==> config.mk <==
export PLATFORM = sky130hd
export DESIGN_NAME = savitzky_golay_smoother
export DESIGN_NICKNAME = d
export VERILOG_FILES = /design/src/hdl/sgs_pkg.sv /design/src/hdl/sgs_front.sv /design/src/hdl/sgs_jobq.sv /design/src/hdl/sgs_resq.sv /design/src/hdl/sgs_back.sv /design/src/hdl/savitzky_golay_smoother.sv
export SDC_FILE = /design/constraint.sdc
export NUM_CORES = 1
export LEC_CHECK = 0
export BUFFER_PORTS_ARGS = -buffer_cell sky130_fd_sc_hd__clkbuf_2
export CORE_ASPECT_RATIO = 2
export CORE_UTILIZATION = 59
export DETAILED_ROUTE_END_ITERATION = 10
export PLACE_DENSITY = 0.79
export SYNTH_ARGS = -nofsm -noshare
export SYNTH_HDL_FRONTEND = slang
export SYNTH_SLANG_ARGS = --single-unit
export TNS_END_PERCENT = 1
==> constraint.sdc <==
create_clock -name clk -period 7.15 [get_ports clk]
set_input_delay 0.715 -clock clk [delete_from_list [all_inputs] [get_ports clk]]
set_output_delay 0.715 -clock clk [all_outputs]
set_load 0.01 [all_outputs]
==> src/hdl/sgs_pkg.sv <==
// Shared types, constants and sizing for the Savitzky-Golay smoother.
// Used by every module under hdl; depends on nothing else.
`default_nettype none

package sgs_pkg;

  // Sample format: signed Q2.(SAMPLE_BITS-2).
  localparam int SAMPLE_BITS = 18;
  localparam longint ONE_L = longint'(1) << (SAMPLE_BITS - 2);

  // Window and kernel (-3, 12, 17, 12, -3) / 35.
  localparam int WIN_LEN = 5;
  localparam int SEEN_BITS = $clog2(WIN_LEN + 1);
  localparam int KERNEL_DIV = 35;
  localparam int ROUND_HALF = KERNEL_DIV / 2;

  // Kernel sum width: the absolute coefficients add up to 47, below 64.
  localparam int SUM_BITS = SAMPLE_BITS + 6;
  // Smallest kernel sum whose rounded quotient exceeds 1.0.
  localparam longint CLAMP_SUM_L = longint'(KERNEL_DIV) * ONE_L + ROUND_HALF + 1;

  // Division by 35 as a multiply by a scaled reciprocal. The dividend is the
  // rounded sum below the clamp, under 35 * 1.0 + 35, so it fits in
  // SAMPLE_BITS + 4 bits; six extra fraction bits keep the quotient exact.
  localparam int QUO_BITS = SAMPLE_BITS - 1;
  localparam int DIVIDEND_BITS = SAMPLE_BITS + 4;
  localparam int RECIP_SHIFT = DIVIDEND_BITS + 6;
  localparam longint RECIP_L =
    ((longint'(1) << RECIP_SHIFT) + longint'(KERNEL_DIV) - 1) / longint'(KERNEL_DIV);
  localparam int RECIP_BITS = RECIP_SHIFT - 5;
  localparam int PROD_BITS = DIVIDEND_BITS + RECIP_BITS;

  // Back end pipeline depth from issue to result queue write.
  localparam int PIPE_DEPTH = 4;
  localparam int OUT_DEPTH = 2 ** $clog2(PIPE_DEPTH + 4);
  localparam int OUT_AW = $clog2(OUT_DEPTH);
  localparam int CREDIT_BITS = $clog2(OUT_DEPTH + 1);

  // Job queue between front and back.
  localparam int JOBQ_DEPTH = 4;
  localparam int JOBQ_AW = $clog2(JOBQ_DEPTH);

  typedef logic signed [SAMPLE_BITS-1:0] sample_t;

  typedef struct packed {
    sample_t sample;
    logic    last;
  } in_item_t;

  typedef struct packed {
    sample_t value;
    logic    last_res;
  } out_item_t;

  // Result positions within a window. For smoothed output they pick the tap
  // pattern; for a short sequence they index the raw sample to pass out.
  typedef enum logic [2:0] {
    STEP_HEAD0 = 3'd0,
    STEP_HEAD1 = 3'd1,
    STEP_MID   = 3'd2,
    STEP_TAIL0 = 3'd3,
    STEP_TAIL1 = 3'd4
  } step_t;

  // One unit of work for the back end: a window snapshot and a step range.
  typedef struct packed {
    logic [WIN_LEN-1:0][SAMPLE_BITS-1:0] win;
    logic                                pass;
    step_t                               start;
    step_t                               stop;
  } job_t;

  // Side information that travels down the arithmetic pipeline.
  typedef struct packed {
    sample_t raw;
    logic    last;
    logic    pass;
    logic    zero;
    logic    clamp;
  } side_t;

endpackage

`default_nettype wire

==> src/hdl/sgs_front.sv <==
// Front end: accepts samples, keeps the sliding window and sequence count,
// and turns each sample that releases results into a job. Uses sgs_pkg.
`default_nettype none

module sgs_front (
  input  wire logic             clk,
  input  wire logic             rst,
  input  wire logic             accept,
  input  wire sgs_pkg::in_item_t item,
  output logic                  job_push,
  output sgs_pkg::job_t         job
);

  logic [sgs_pkg::WIN_LEN-1:0][sgs_pkg::SAMPLE_BITS-1:0] win;
  logic [sgs_pkg::WIN_LEN-1:0][sgs_pkg::SAMPLE_BITS-1:0] win_next;
  logic [sgs_pkg::SEEN_BITS-1:0] seen;
  logic [sgs_pkg::SEEN_BITS-1:0] seen_inc;
  logic                          first_full;

  // Shift the new sample in, oldest entry at index zero.
  always_comb begin
    for (int i = 0; i < sgs_pkg::WIN_LEN - 1; i++) begin
      win_next[i] = win[i+1];
    end
    win_next[sgs_pkg::WIN_LEN-1] = item.sample;
  end

  assign first_full = (seen == sgs_pkg::SEEN_BITS'(sgs_pkg::WIN_LEN - 1));
  assign seen_inc = (seen == sgs_pkg::SEEN_BITS'(sgs_pkg::WIN_LEN)) ?
                    seen : seen + sgs_pkg::SEEN_BITS'(1);

  // Classify the sample into the range of results it releases.
  always_comb begin
    job.win = win_next;
    if (seen_inc < sgs_pkg::SEEN_BITS'(sgs_pkg::WIN_LEN)) begin
      // Short sequence: pass the samples held so far out unchanged.
      job.pass  = 1'b1;
      job.start = sgs_pkg::step_t'(3'(sgs_pkg::WIN_LEN) - 3'(seen_inc));
      job.stop  = sgs_pkg::STEP_TAIL1;
      job_push  = accept && item.last;
    end else begin
      job.pass  = 1'b0;
      job.start = first_full ? sgs_pkg::STEP_HEAD0 : sgs_pkg::STEP_MID;
      job.stop  = item.last ? sgs_pkg::STEP_TAIL1 : sgs_pkg::STEP_MID;
      job_push  = accept;
    end
  end

  // Sequence count; a last sample starts the next sequence afresh.
  always_ff @(posedge clk) begin
    if (rst) begin
      seen <= '0;
    end else if (accept) begin
      seen <= item.last ? '0 : seen_inc;
    end
  end

  // Window entries are only read once the count shows them filled.
  always_ff @(posedge clk) begin
    if (accept) begin
      win <= win_next;
    end
  end

endmodule

`default_nettype wire

==> src/hdl/sgs_jobq.sv <==
// Short job queue that decouples the front end from the back end.
// Uses sgs_pkg for the job type and depth.
`default_nettype none

module sgs_jobq (
  input  wire logic          clk,
  input  wire logic          rst,
  input  wire logic          push,
  input  wire sgs_pkg::job_t din,
  output logic               full,
  input  wire logic          pop,
  output sgs_pkg::job_t      dout,
  output logic               empty
);

  sgs_pkg::job_t                  slots [sgs_pkg::JOBQ_DEPTH];
  logic [sgs_pkg::JOBQ_AW-1:0]    wr_ptr;
  logic [sgs_pkg::JOBQ_AW-1:0]    rd_ptr;
  logic [sgs_pkg::JOBQ_AW:0]      count;
  logic                           do_push;
  logic                           do_pop;

  assign full    = (count == (sgs_pkg::JOBQ_AW + 1)'(sgs_pkg::JOBQ_DEPTH));
  assign empty   = (count == '0);
  assign do_push = push && !full;
  assign do_pop  = pop && !empty;
  assign dout    = slots[rd_ptr];

  // Pointers and occupancy.
  always_ff @(posedge clk) begin
    if (rst) begin
      wr_ptr <= '0;
      rd_ptr <= '0;
      count  <= '0;
    end else begin
      if (do_push) begin
        wr_ptr <= wr_ptr + sgs_pkg::JOBQ_AW'(1);
      end
      if (do_pop) begin
        rd_ptr <= rd_ptr + sgs_pkg::JOBQ_AW'(1);
      end
      count <= count + (sgs_pkg::JOBQ_AW + 1)'(do_push) - (sgs_pkg::JOBQ_AW + 1)'(do_pop);
    end
  end

  // Storage.
  always_ff @(posedge clk) begin
    if (do_push) begin
      slots[wr_ptr] <= din;
    end
  end

endmodule

`default_nettype wire

==> src/hdl/sgs_resq.sv <==
// Result queue at the output. Space is reserved by the back end's credit
// counter before each result is issued, so it never overflows. Uses sgs_pkg.
`default_nettype none

module sgs_resq (
  input  wire logic              clk,
  input  wire logic              rst,
  input  wire logic              push,
  input  wire sgs_pkg::out_item_t din,
  input  wire logic              pop,
  output sgs_pkg::out_item_t     dout,
  output logic                   empty
);

  sgs_pkg::out_item_t             slots [sgs_pkg::OUT_DEPTH];
  logic [sgs_pkg::OUT_AW-1:0]     wr_ptr;
  logic [sgs_pkg::OUT_AW-1:0]     rd_ptr;
  logic [sgs_pkg::CREDIT_BITS-1:0] count;
  logic                           do_pop;

  assign empty  = (count == '0);
  assign do_pop = pop && !empty;
  assign dout   = slots[rd_ptr];

  // Pointers and occupancy.
  always_ff @(posedge clk) begin
    if (rst) begin
      wr_ptr <= '0;
      rd_ptr <= '0;
      count  <= '0;
    end else begin
      if (push) begin
        wr_ptr <= wr_ptr + sgs_pkg::OUT_AW'(1);
      end
      if (do_pop) begin
        rd_ptr <= rd_ptr + sgs_pkg::OUT_AW'(1);
      end
      count <= count + sgs_pkg::CREDIT_BITS'(push) - sgs_pkg::CREDIT_BITS'(do_pop);
    end
  end

  // Storage.
  always_ff @(posedge clk) begin
    if (push) begin
      slots[wr_ptr] <= din;
    end
  end

endmodule

`default_nettype wire

==> src/hdl/sgs_back.sv <==
// Back end: steps through each job one result per cycle while the result
// queue has room, runs the kernel, rounding division by 35 and clamp in a
// pipeline and writes the result queue; uses sgs_pkg, instantiates sgs_resq.
`default_nettype none

module sgs_back (
  input  wire logic          clk,
  input  wire logic          rst,
  input  wire logic          job_empty,
  input  wire sgs_pkg::job_t job_in,
  output logic               job_pop,
  input  wire logic          pop,
  output sgs_pkg::out_item_t result,
  output logic               empty
);

  localparam int B  = sgs_pkg::SAMPLE_BITS;
  localparam logic signed [sgs_pkg::SUM_BITS-1:0] CLAMP_SUM =
    sgs_pkg::SUM_BITS'(sgs_pkg::CLAMP_SUM_L);
  localparam logic signed [sgs_pkg::SUM_BITS-1:0] ROUND_ADD =
    sgs_pkg::SUM_BITS'(sgs_pkg::ROUND_HALF);
  localparam logic signed [sgs_pkg::SUM_BITS-1:0] ZERO_SUM = '0;
  localparam logic [sgs_pkg::RECIP_BITS-1:0] RECIP =
    sgs_pkg::RECIP_BITS'(sgs_pkg::RECIP_L);
  localparam logic [B-1:0] ONE_VAL = B'(sgs_pkg::ONE_L);

  // Current job and step.
  logic           busy;
  sgs_pkg::job_t  cur;
  sgs_pkg::step_t step;
  logic           issue;
  logic           load;
  logic [sgs_pkg::CREDIT_BITS-1:0] credit;
  logic           res_pop;
  logic           res_push;
  sgs_pkg::out_item_t res_din;

  // Tap selection.
  sgs_pkg::sample_t ta, tb, tc, td, te, raw;

  // Pipeline registers.
  logic                              v1;
  logic signed [B:0]                 bd1;
  logic signed [B:0]                 ae1;
  sgs_pkg::sample_t                  c1;
  sgs_pkg::side_t                    side1;
  logic                              v2;
  logic signed [sgs_pkg::SUM_BITS-1:0] s2;
  logic signed [sgs_pkg::SUM_BITS-1:0] s2_next;
  logic signed [sgs_pkg::SUM_BITS-1:0] bdx, aex, cx;
  sgs_pkg::side_t                    side2;
  logic                              v3;
  logic [sgs_pkg::DIVIDEND_BITS-1:0] num3;
  sgs_pkg::side_t                    side3;
  logic                              v4;
  logic [sgs_pkg::PROD_BITS-1:0]     prod4;
  sgs_pkg::side_t                    side4;
  logic [sgs_pkg::QUO_BITS-1:0]      quo;

  // Issue a result when a job is active and the result queue has room.
  assign issue   = busy && (credit < sgs_pkg::CREDIT_BITS'(sgs_pkg::OUT_DEPTH));
  assign load    = !job_empty && (!busy || (issue && step == cur.stop));
  assign job_pop = load;
  assign res_pop = pop && !empty;

  always_ff @(posedge clk) begin
    if (rst) begin
      busy <= 1'b0;
    end else if (load) begin
      busy <= 1'b1;
    end else if (issue && step == cur.stop) begin
      busy <= 1'b0;
    end
  end

  always_ff @(posedge clk) begin
    if (load) begin
      cur  <= job_in;
      step <= job_in.start;
    end else if (issue) begin
      step <= sgs_pkg::step_t'(step + 3'd1);
    end
  end

  // Credits count results issued and not yet taken from the result queue.
  always_ff @(posedge clk) begin
    if (rst) begin
      credit <= '0;
    end else begin
      credit <= credit + sgs_pkg::CREDIT_BITS'(issue) - sgs_pkg::CREDIT_BITS'(res_pop);
    end
  end

  // Tap patterns, mirrored about the end samples at head and tail.
  always_comb begin
    case (step)
      sgs_pkg::STEP_HEAD0: begin
        ta = cur.win[2]; tb = cur.win[1]; tc = cur.win[0]; td = cur.win[1]; te = cur.win[2];
        raw = cur.win[0];
      end
      sgs_pkg::STEP_HEAD1: begin
        ta = cur.win[1]; tb = cur.win[0]; tc = cur.win[1]; td = cur.win[2]; te = cur.win[3];
        raw = cur.win[1];
      end
      sgs_pkg::STEP_TAIL0: begin
        ta = cur.win[1]; tb = cur.win[2]; tc = cur.win[3]; td = cur.win[4]; te = cur.win[3];
        raw = cur.win[3];
      end
      sgs_pkg::STEP_TAIL1: begin
        ta = cur.win[2]; tb = cur.win[3]; tc = cur.win[4]; td = cur.win[3]; te = cur.win[2];
        raw = cur.win[4];
      end
      default: begin
        ta = cur.win[0]; tb = cur.win[1]; tc = cur.win[2]; td = cur.win[3]; te = cur.win[4];
        raw = cur.win[2];
      end
    endcase
  end

  // Stage 1: fold the symmetric taps.
  always_ff @(posedge clk) begin
    if (rst) begin
      v1 <= 1'b0;
    end else begin
      v1 <= issue;
    end
  end

  always_ff @(posedge clk) begin
    bd1        <= (B + 1)'(tb) + (B + 1)'(td);
    ae1        <= (B + 1)'(ta) + (B + 1)'(te);
    c1         <= tc;
    side1.raw  <= raw;
    side1.last <= (step == sgs_pkg::STEP_TAIL1);
    side1.pass <= cur.pass;
    side1.zero <= 1'b0;
    side1.clamp <= 1'b0;
  end

  // Stage 2: kernel sum 12*(b+d) - 3*(a+e) + 17*c by shifts and adds.
  assign bdx = sgs_pkg::SUM_BITS'(bd1);
  assign aex = sgs_pkg::SUM_BITS'(ae1);
  assign cx  = sgs_pkg::SUM_BITS'(c1);
  assign s2_next = (bdx <<< 3) + (bdx <<< 2) - (aex <<< 1) - aex + (cx <<< 4) + cx;

  always_ff @(posedge clk) begin
    if (rst) begin
      v2 <= 1'b0;
    end else begin
      v2 <= v1;
    end
  end

  always_ff @(posedge clk) begin
    s2    <= s2_next;
    side2 <= side1;
  end

  // Stage 3: classify the sum and add the rounding offset.
  always_ff @(posedge clk) begin
    if (rst) begin
      v3 <= 1'b0;
    end else begin
      v3 <= v2;
    end
  end

  always_ff @(posedge clk) begin
    num3        <= sgs_pkg::DIVIDEND_BITS'(s2 + ROUND_ADD);
    side3.raw   <= side2.raw;
    side3.last  <= side2.last;
    side3.pass  <= side2.pass;
    side3.zero  <= (s2 <= ZERO_SUM);
    side3.clamp <= (s2 >= CLAMP_SUM);
  end

  // Stage 4: divide by 35 through the scaled reciprocal. The quotient is
  // only used when the sum lies between the zero floor and the clamp.
  always_ff @(posedge clk) begin
    if (rst) begin
      v4 <= 1'b0;
    end else begin
      v4 <= v3;
    end
  end

  always_ff @(posedge clk) begin
    prod4 <= sgs_pkg::PROD_BITS'(num3) * sgs_pkg::PROD_BITS'(RECIP);
    side4 <= side3;
  end

  assign quo = prod4[sgs_pkg::RECIP_SHIFT +: sgs_pkg::QUO_BITS];

  // Final selection: raw passthrough, zero floor, 1.0 ceiling or quotient.
  always_comb begin
    res_push         = v4;
    res_din.last_res = side4.last;
    if (side4.pass) begin
      res_din.value = side4.raw;
    end else if (side4.zero) begin
      res_din.value = '0;
    end else if (side4.clamp) begin
      res_din.value = ONE_VAL;
    end else begin
      res_din.value = B'(quo);
    end
  end

  sgs_resq u_resq (
    .clk   (clk),
    .rst   (rst),
    .push  (res_push),
    .din   (res_din),
    .pop   (pop),
    .dout  (result),
    .empty (empty)
  );

endmodule

`default_nettype wire

==> src/hdl/savitzky_golay_smoother.sv <==
// Five-tap Savitzky-Golay smoother, kernel (-3, 12, 17, 12, -3) / 35, with
// mirrored edges, round to nearest and clamp to 0..1.0 on signed Q2.16
// samples. The input side takes one sample per cycle whenever the job queue
// has room; the back end issues one result per cycle while the result queue
// has room, so in steady flow a sample and a result move every cycle. A
// sequence end releases up to five results, which the back end issues one
// per cycle while the front keeps taking samples into its four-entry job
// queue. A result is ready to pop once its releasing sample has passed the
// job queue, the back end's job register, three arithmetic stages, the
// reciprocal multiply stage and the result queue write. A sequence of fewer
// than five samples passes out raw on its last sample.
// Depends on sgs_pkg, sgs_front, sgs_jobq and sgs_back.
`default_nettype none

module savitzky_golay_smoother (
  input  wire logic              clk,
  input  wire logic              rst,
  input  wire logic              push,
  output logic                   full,
  input  wire sgs_pkg::in_item_t item,
  output logic                   empty,
  input  wire logic              pop,
  output sgs_pkg::out_item_t     result
);

  logic          accept;
  logic          job_push;
  sgs_pkg::job_t job_new;
  logic          job_pop;
  sgs_pkg::job_t job_head;
  logic          job_empty;

  // A transaction is taken whenever the job queue has room.
  assign accept = push && !full;

  sgs_front u_front (
    .clk      (clk),
    .rst      (rst),
    .accept   (accept),
    .item     (item),
    .job_push (job_push),
    .job      (job_new)
  );

  sgs_jobq u_jobq (
    .clk   (clk),
    .rst   (rst),
    .push  (job_push),
    .din   (job_new),
    .full  (full),
    .pop   (job_pop),
    .dout  (job_head),
    .empty (job_empty)
  );

  sgs_back u_back (
    .clk       (clk),
    .rst       (rst),
    .job_empty (job_empty),
    .job_in    (job_head),
    .job_pop   (job_pop),
    .pop       (pop),
    .result    (result),
    .empty     (empty)
  );

endmodule

`default_nettype wire
; ---- After elaboration in Yosys (flattened, before gate mapping)
; Memory sizes are Yosys's and may differ from the RTL's. A register that Yosys moved wholly into a read port is not among the register bits.
; Cells that the tools add are included.
[word_totals]
reg_bits = 411
mem_bits_rw = 540
output_inout_bits = 21
wordCells = 127
n_memories = 2
[op_classes]
add_sub_neg = 21
n_mul = 1
order_cmp = 4
n_eq_ne = 7
n_mux = 26
n_reduce_logical = 20
[memory_table]
columns = memory, words, word_bits, read_ports, rd_ports_with_merged_regs, wr, line_no
row1 = u_jobq.slots, 4, 97, 1, 1, 1, sgs_jobq.sv:16  ; sgs_pkg::job_t slots [sgs_pkg::JOBQ_DEPTH];
row2 = u_back.u_resq.slots, 8, 19, 1, 1, 1, sgs_resq.sv:15  ; sgs_pkg::out_item_t slots [sgs_pkg::OUT_DEPTH];
[ops]
columns = op, count
row1 = case mux 18 bit (3 select lines), 2
row2 = case mux 18 bit (2 select lines), 2
row3 = case mux 18 bit (4 select lines), 1
row4 = multiplier 22 x 23 -> 45 bit (second input constant), 1
row5 = adder 18 x 18 -> 19 bit, 2
row6 = 2-to-1 mux 18 bit, 2
row7 = adder 24 x 18 -> 24 bit, 1
row8 = adder 24 x 22 -> 24 bit, 1
row9 = greater-or-equal comparator 24 x 23 -> 1 bit (second input constant), 1
row10 = <= comparator 24 x 1 -> 1 bit (second input constant), 1
row11 = subtractor 23 x 20 -> 24 bit, 1
row12 = subtractor 24 x 19 -> 24 bit, 1
row13 = adder 22 x 21 -> 23 bit, 1
row14 = adder 22 x 6 -> 22 bit (second input constant), 1
row15 = 2-to-1 mux 3 bit, 7
row16 = 2-to-1 mux 17 bit, 1
row17 = adder 3 x 1 -> 3 bit (second input constant), 4
row18 = equality test 3 bit (second input constant), 4
row19 = adder 4 x 1 -> 4 bit, 2
row20 = logical AND 1 bit, 8
row21 = subtractor 4 x 1 -> 4 bit, 2
row22 = 2-to-1 mux 1 bit, 7
row23 = 2-to-1 mux 7 bit, 1
row24 = logical NOT 3 bit, 2
row25 = other kinds (15), 23

; ---- Longest topological paths before layout
; Gate-level depths: netlist of the first run.
[depth]
ltp_word = 8
mapped_depth = 23
mapped_depth_nobuf = 22

; ---- Modules after synthesis
; From an unflattened synthesis of the first run, not the netlist that was laid out.
[hier_totals]
cells_unflattened = 2968
area_unflattened_um2 = 44559.0
[modules_own_cells]
columns = mod, instances, cells_per_inst, area_each_um2, seq_area_each_um2
row1 = sgs_back, 1, 1985, 21023.9, 6796.5
row2 = sgs_jobq, 1, 558, 14456.4, 11831.3
row3 = sgs_resq, 1, 292, 6465.0, 4824.6
row4 = sgs_front, 1, 132, 2600.0, 2222.1
row5 = savitzky_golay_smoother, 1, 1, 13.8, 0.0

; ---- Worst setup path before layout of the first run
; Ideal clock, no wire load.
[synth_timing]
path_type = flip-flop to flip-flop
from = reg u_back.num3[4] (netlist bit)
to = reg u_back.prod4[41] (netlist bit)
setup_ns = 0.127
t_arrival_ns = 5.810
required_ns = 7.023
setup_slack_ns = 1.213
path_stages_with_launch = 23
n_path_buf = 0
cell_sequence = dfxtp_1 -> fa_1 -> inv_1 -> fa_1 -> inv_1 -> ha_1 -> inv_1 -> fa_1 -> inv_1 -> fa_1 -> fa_1 -> inv_1 -> fa_1 -> inv_1 -> ha_1 -> nand2_1 -> o22ai_1 -> or4_4 -> o31ai_4 -> o21ai_0 -> a21oi_1 -> o21ai_0 -> xor2_1
[synth_via]
elab_chain_cells = 1
[synth_rtl]
columns = element, line_no
row1 = from (decl), sgs_back.sv:53  ; logic [sgs_pkg::DIVIDEND_BITS-1:0] num3;
row2 = from (signal assigned), sgs_back.sv:169  ; num3 <= sgs_pkg::DIVIDEND_BITS'(s2 + ROUND_ADD);
row3 = multiplier 22 x 23 -> 45 bit, sgs_back.sv:188  ; prod4 <= sgs_pkg::PROD_BITS'(num3) * sgs_pkg::PROD_BITS'(RECIP);
row4 = to (signal assigned), sgs_back.sv:188
row5 = to (decl), sgs_back.sv:56  ; logic [sgs_pkg::PROD_BITS-1:0] prod4;
; No other way between the ends.
; A chain may end at the register's enable or synchronous reset.

; ---- Final worst setup path of the first run
[layout_timing]
from = reg u_back.num3[17] (netlist bit)
to = reg u_back.prod4[44] (netlist bit)
; The elaborated chain is that of the path after synthesis.

==> flow_summary.ini, run 1 <==
[status]
outcome = finished, final reports clean

[global_route]
grt_pass1_wl_um = 149000
grt_start_max_net_pins = 97
grt_pass1_vias = 26410
antenna_found_initial = 1
grtUsageTotal_pct = 26.33
gr-total-overflow = 0

[synth]
yosysSeqAreaShare_pct = 57.80
synth_top_cell_by_area = edfxtp_1
netlist_area_um2 = 44160
synth-seq-cells = 923
synth_compound_area_share_pct = 6.863
synthXorXnorAreaFrac_pct = 1.983
yosys.area.top_type_share_pct = 47.87
synth-main-ff-cell = edfxtp_1
synth_top_cells_by_area = edfxtp_1 48%, dfxtp_1 9.9%, fa_1 9.7%
synth_adder_area_share_pct = 17.62
synthArstFlopShare_pct = 0
synthMuxAreaShare_pct = 7.962
synth_edf_count = 704
syn-num-nets = 3488
avgSynthCellArea_um2 = 14.86
synth_cells = 2972
synthSimpleGateAreaFrac_pct = 4.160
synth_top_family_by_area = adder cells
yosys.cell_types.count = 69
yosysWarnings = 0

[detailed_routing]
viasPerCell = 6.090
num_vias = 24490
postRouteWirelength_um = 96520
dr.pass1.iters = 8
route.antenna.remaining_nets = 0
drtIter0Drc = 1729
topRoutingLayerUsed = met4
wl_per_cell_um = 24.00
drc = 0
met1_length_um = 31060
wl_met2_um = 54260
met3_length_um = 3628

[hold_path]
hold_class = primary input to register
hold_start = item[13]

[finish]
areaGrowthSynthToFinish_pct = 8.665
fin_nets = 3547
fill_cells = 5022
n_antenna_cell = 0
drive_gt1_share_pct = 12.35

[worst_setup_path]
worstPathRequired_ps = 7680
crit_path_end_kind = register
critPathLaunchType = register
critPathKind = register to register
cp_max_fo = 7
r2r_start = u_back.num3[17]
crit_path_start = u_back.num3[17]
cp_data_arrival_time_ps = 7100

[clock_tree]
post_cts_buffers = 0
clockRootBuffer = clkbuf_16
cts_buffer_depth = 3
path_clk_slew_ps = 60
cts_buffers = 77
cts_hold_buffers = 0
h-tree-depth = 3
cts_tree = yes
worstSkewPairLatency_ps = 660
cts_sinks = 923
cts.repair.resized = 0

[floorplanning]
fp.dieArea_um2 = 76010
die_x_um = 195.4
initial_core_util_pct = 59.74
core_area_um2 = 73920
rows = 141
ios = 44
die_h_um = 388.9

[sta]
slew_viol_final = 0
setup_ws_ps = 577.4
fin_worst_skew_ps = 50.25
setup_tns_ps = 0
slew_headroom_pct = 26.05
tightest_slew_ps = 1108
rsz0062_at_grt = false
post-route-period-util_pct = 91.92
period_needed_ps = 6573
finalHoldViolations = 0
setup_viol = 0
max_freq_mhz = 152.1

[placement]
pre_cts_slack_ps = 649.6
gp_congestion = 1.007
numPortBuffers = 43
dpl.hpwl_um = 70030

[flow_run]
max-cap-violations = 0
worst paths after layout:
| kind | endpoint | slack [ps] | depth (start not counted) |
|---|---|---|---|
| worst max register to register | u_back.prod4[44] | 580 | 18 |
| worst min-delay path | u_jobq.slots[0][91] | 300 | 1 |
| worst min register to register | u_back.side3[11] | 320 | 0 |
| worst max-delay path | u_back.prod4[44] | 580 | 18 |
metrics by stage:
stage	utilization, %	cells	instance area, um2	hold WS, ps
final	64.91	4022	47980	297.2
after global routing	64.91	4022	47980	284.3
after CTS	64.91	4022	47980	255.3
after detailed placement	61.51	3881	45470	312.1
after global placement	61.51	3881	45470	311.5
after floorplan	-	2972	44160	309.6
registers in the layout (all words and copies together) (netlist names), 4 cells and up, named ones only:
register,count
u_back.side2,20
u_back.ae1,19
u_front.job,72
u_back.cur,93
u_back.prod4,17
u_back.u_resq.count,4
u_back.num3,22
u_back.s2,24
u_back.c1,18
u_back.side4,21
u_back.credit,4
u_back.side3,22
u_jobq.slots,384
u_back.bd1,19
u_back.u_resq.slots,152
cells by family (layout without fill, tap and decap cells):
group / count (synthesis) / in the layout
adders and majority gates: 493 / 493
and+or+nand+nor: 405 / 405
muxes: 179 / 179
buffers and inverters: 421 / 542
xor gates and xnor gates: 100 / 100
DFF: 923 / 923
AOI/OAI and AO/OA: 451 / 451
Yosys cell counts, drive strengths merged, types with 38 or more instances:
master  count
nor2      167
clkbuf     63
fa        215
inv       328
a22oi      67
edfxtp    704
xnor2      70
mux4      134
a21oi     135
ha        278
nand2      96
o21ai      78
dfxtp     219
mux2       38
cell usage in the layout, fill, tap and decap left out, types with 10 or more instances in the layout:
master and count:
fa_1 215, clkinv_1 17, xnor2_1 70, clkbuf_1 15, nor2b_1 19, o21ai_0 76, a222oi_1 29, inv_1 326
a21oi_1 134, nand2b_1 11, edfxtp_1 704, ha_1 276, nand3_1 28, o21a_1 14, mux2_2 38, a22o_1 17
nand2_1 96, a21o_1 34, dfxtp_1 216, xor2_1 30, nand4_1 10, clkbuf_16 79, nor2_1 167, buf_4 29
clkbuf_2 43, mux4_2 134, nor3_1 23, and3_1 14, a22oi_1 67
per-layer routing:
metal | GRT usage, % | up-vias
met5 | 0 | -
met4 | 19.33 | 0
met3 | 3.168 | 309
met2 | 49.77 | 889
met1 | 26.07 | 12300
li1 | - | 11000
critical path: stages (launching register included):
cell and delay (ps):
dfxtp_1 540, fa_1 520, fa_1 560, fa_1 470, fa_1 540, fa_1 440, fa_1 490, inv_1 50
fa_1 480, inv_1 50, ha_1 310, nand2_1 140, o22ai_1 140, or4_4 570, o31ai_4 380, o21ai_0 230
a21oi_1 270, o21ai_1 120, xnor2_1 130
cell type report:
type / count / area, um2 / area share, %
multi-input cells: 1628 / 17090 / 35.61
inverters: 328 / 1235 / 2.574
flip-flops and latches: 923 / 25530 / 53.21
repair buffers: 73 / 452.9 / 0.9439
clock buffers: 97 / 2074 / 4.323
well taps: 929 / 1162 / 2.422
clock inverters: 44 / 439.2 / 0.9153
Power of run 1 is not shown: default switching activity piles up to over one toggle a cycle in this logic, so the estimate is an artifact.
==> run 2: changes to the inputs <==
Settings changed: RECOVER_POWER from default to 50.
==> run 2 against run 1 <==
The run now ends with capacitance limit, slew limit left. Via count grew 0.11%. Critical endpoint unchanged. Highest routed layer unchanged. Flip-flop and latch count is the same. Clock skew decreased by 1.1 ps.
==> flow_summary.ini, run 2 (same netlist as run 1, synthesis figures left out) <==
[status]
outcome = finished, violations left
violations = capacitance limit, slew limit

[global_route]
gr-total-overflow = 0
grt_pass1_vias = 26410
grt_pass1_wl_um = 149000
antenna_found_initial = 1
grtUsageTotal_pct = 26.33
grt_start_max_net_pins = 97

[placement]
dpl.hpwl_um = 70030
numPortBuffers = 43
gp_congestion = 1.007
dpl-instance-area_um2 = 45470

[detailed_routing]
num_vias = 24520
dr.pass1.iters = 7
postRouteWirelength_um = 96560
route.antenna.remaining_nets = 0
viasPerCell = 6.096
wl_per_cell_um = 24.01
drc = 0
drtIter0Drc = 1657

[flow_run]
max-cap-violations = 3

[finish]
largest-register = u_jobq.slots
fill_cells = 5045
n_antenna_cell = 0
fin_nets = 3547
multi_input_area_um2 = 17080
drive_gt1_share_pct = 11.32
areaGrowthSynthToFinish_pct = 8.461
largest_reg_flops = 384
final_common_cell = edfxtp_1
final_cell_area_um2 = 47890
top_regs = u_jobq.slots: 384 flops, u_back.u_resq.slots: 152 flops, u_back.cur: 93 flops
layout_common_cells = 704 x edfxtp_1, 326 x inv_1, 276 x ha_1, 216 x dfxtp_1, 215 x fa_1
regArea_um2 = 25530

[floorplanning]
fp.dieArea_um2 = 76010
die_x_um = 195.4
core_area_um2 = 73920
initial_core_util_pct = 59.74
die_h_um = 388.9
ios = 44
rows = 141

[worst_setup_path]
slowest_stage = or4_4
worst-r2r-cell-count = 18
critPathKind = register to register
cp_max_fo = 7
crit_path_frequent_cell = fa_1
critPathBufInv = 2
worstPathRequired_ps = 7680
max_stage_delay_ps = 570
r2r_start = u_back.num3[17]
crit_path_end_kind = register
path_cells = fa_1 > fa_1 > fa_1 > fa_1 > fa_1 > fa_1 > inv_1 > fa_1 > inv_1 > ha_1 > nand2_1 > o22ai_1 > or4_4 > o31ai_4 > o21ai_0 > a21oi_1 > o21ai_1 > xnor2_1
reg2reg_to = u_back.prod4[44]
crit_family = adder cells
critPathLaunchType = register
cp_data_arrival_time_ps = 7130
cp_num_cells = 18
rrSetupSlack_ps = 540

[sta]
fin_worst_skew_ps = 49.13
rsz0062_at_grt = false
tightest_slew_ps = 3847
post-route-period-util_pct = 92.41
slew_viol_final = 141
finalHoldViolations = 0
period_needed_ps = 6607
setup_tns_ps = 0
holdWs_ps = 318.7
max_freq_mhz = 151.4
slew_headroom_pct = -156.5
setup_viol = 0

[clock_tree]
cts_buffers = 77
cts_tree = yes
cts_buffer_depth = 3
h-tree-depth = 3
cts.repair.resized = 0
cts_sinks = 923
post_cts_buffers = 0
worstSkewPairLatency_ps = 660
clockRootBuffer = clkbuf_16
path_clk_slew_ps = 70
cts_hold_buffers = 0

[hold_path]
hold_path_end = u_back.side3[11]
hold_class = register to register
hold_start = u_back.side2[11]
min_path_cells = 0
-- run 2: area by class of cell --
type / instances / share of cell area (%)
timing repair buffer: 73 / 0.7785
multi-input combinational: 1628 / 35.66
inverter: 328 / 2.578
sequential: 923 / 53.31
tap: 929 / 2.427
clock inverter: 44 / 0.9170
clock buffer: 97 / 4.331
-- run 2: worst max path at each step --
stage	start	endpoint
after global placement	u_back.num3[4]	u_back.prod4[41]
final	u_back.num3[17]	u_back.prod4[44]
after detailed placement	u_back.num3[17]	u_back.prod4[44]
after CTS	u_back.num3[17]	u_back.prod4[44]
after global routing	u_back.num3[17]	u_back.prod4[41]
after floorplan	u_back.num3[4]	u_back.prod4[41]
-- run 2: layer usage --
metal,vias up,GRT usage (%),wire length (um)
li1,11000,-,-
met1,12330,26.07,31130
met2,880,49.77,54330
met3,315,3.168,3579
met4,0,19.33,7516
met5,-,0,0
-- run 2: per-stage QoR --
step	util (%)	std cells	setup slack (ps)
after global routing	64.79	4022	283.4
after floorplan	-	2972	1213
final	64.79	4022	543.0
after CTS	64.91	4022	602.9
after detailed placement	61.51	3881	649.6
after global placement	61.51	3881	655.1
-- run 2: worst register-to-register path: stages (launching register included) --
cell     delay (ps)
dfxtp_1         540
fa_1            520
fa_1            560
fa_1            470
fa_1            540
fa_1            440
fa_1            490
inv_1            50
fa_1            480
inv_1            50
ha_1            320
nand2_1         150
o22ai_1         140
or4_4           570
o31ai_4         380
o21ai_0         240
a21oi_1         280
o21ai_1         120
xnor2_1         130
Power of run 2 is left out for the same reason.
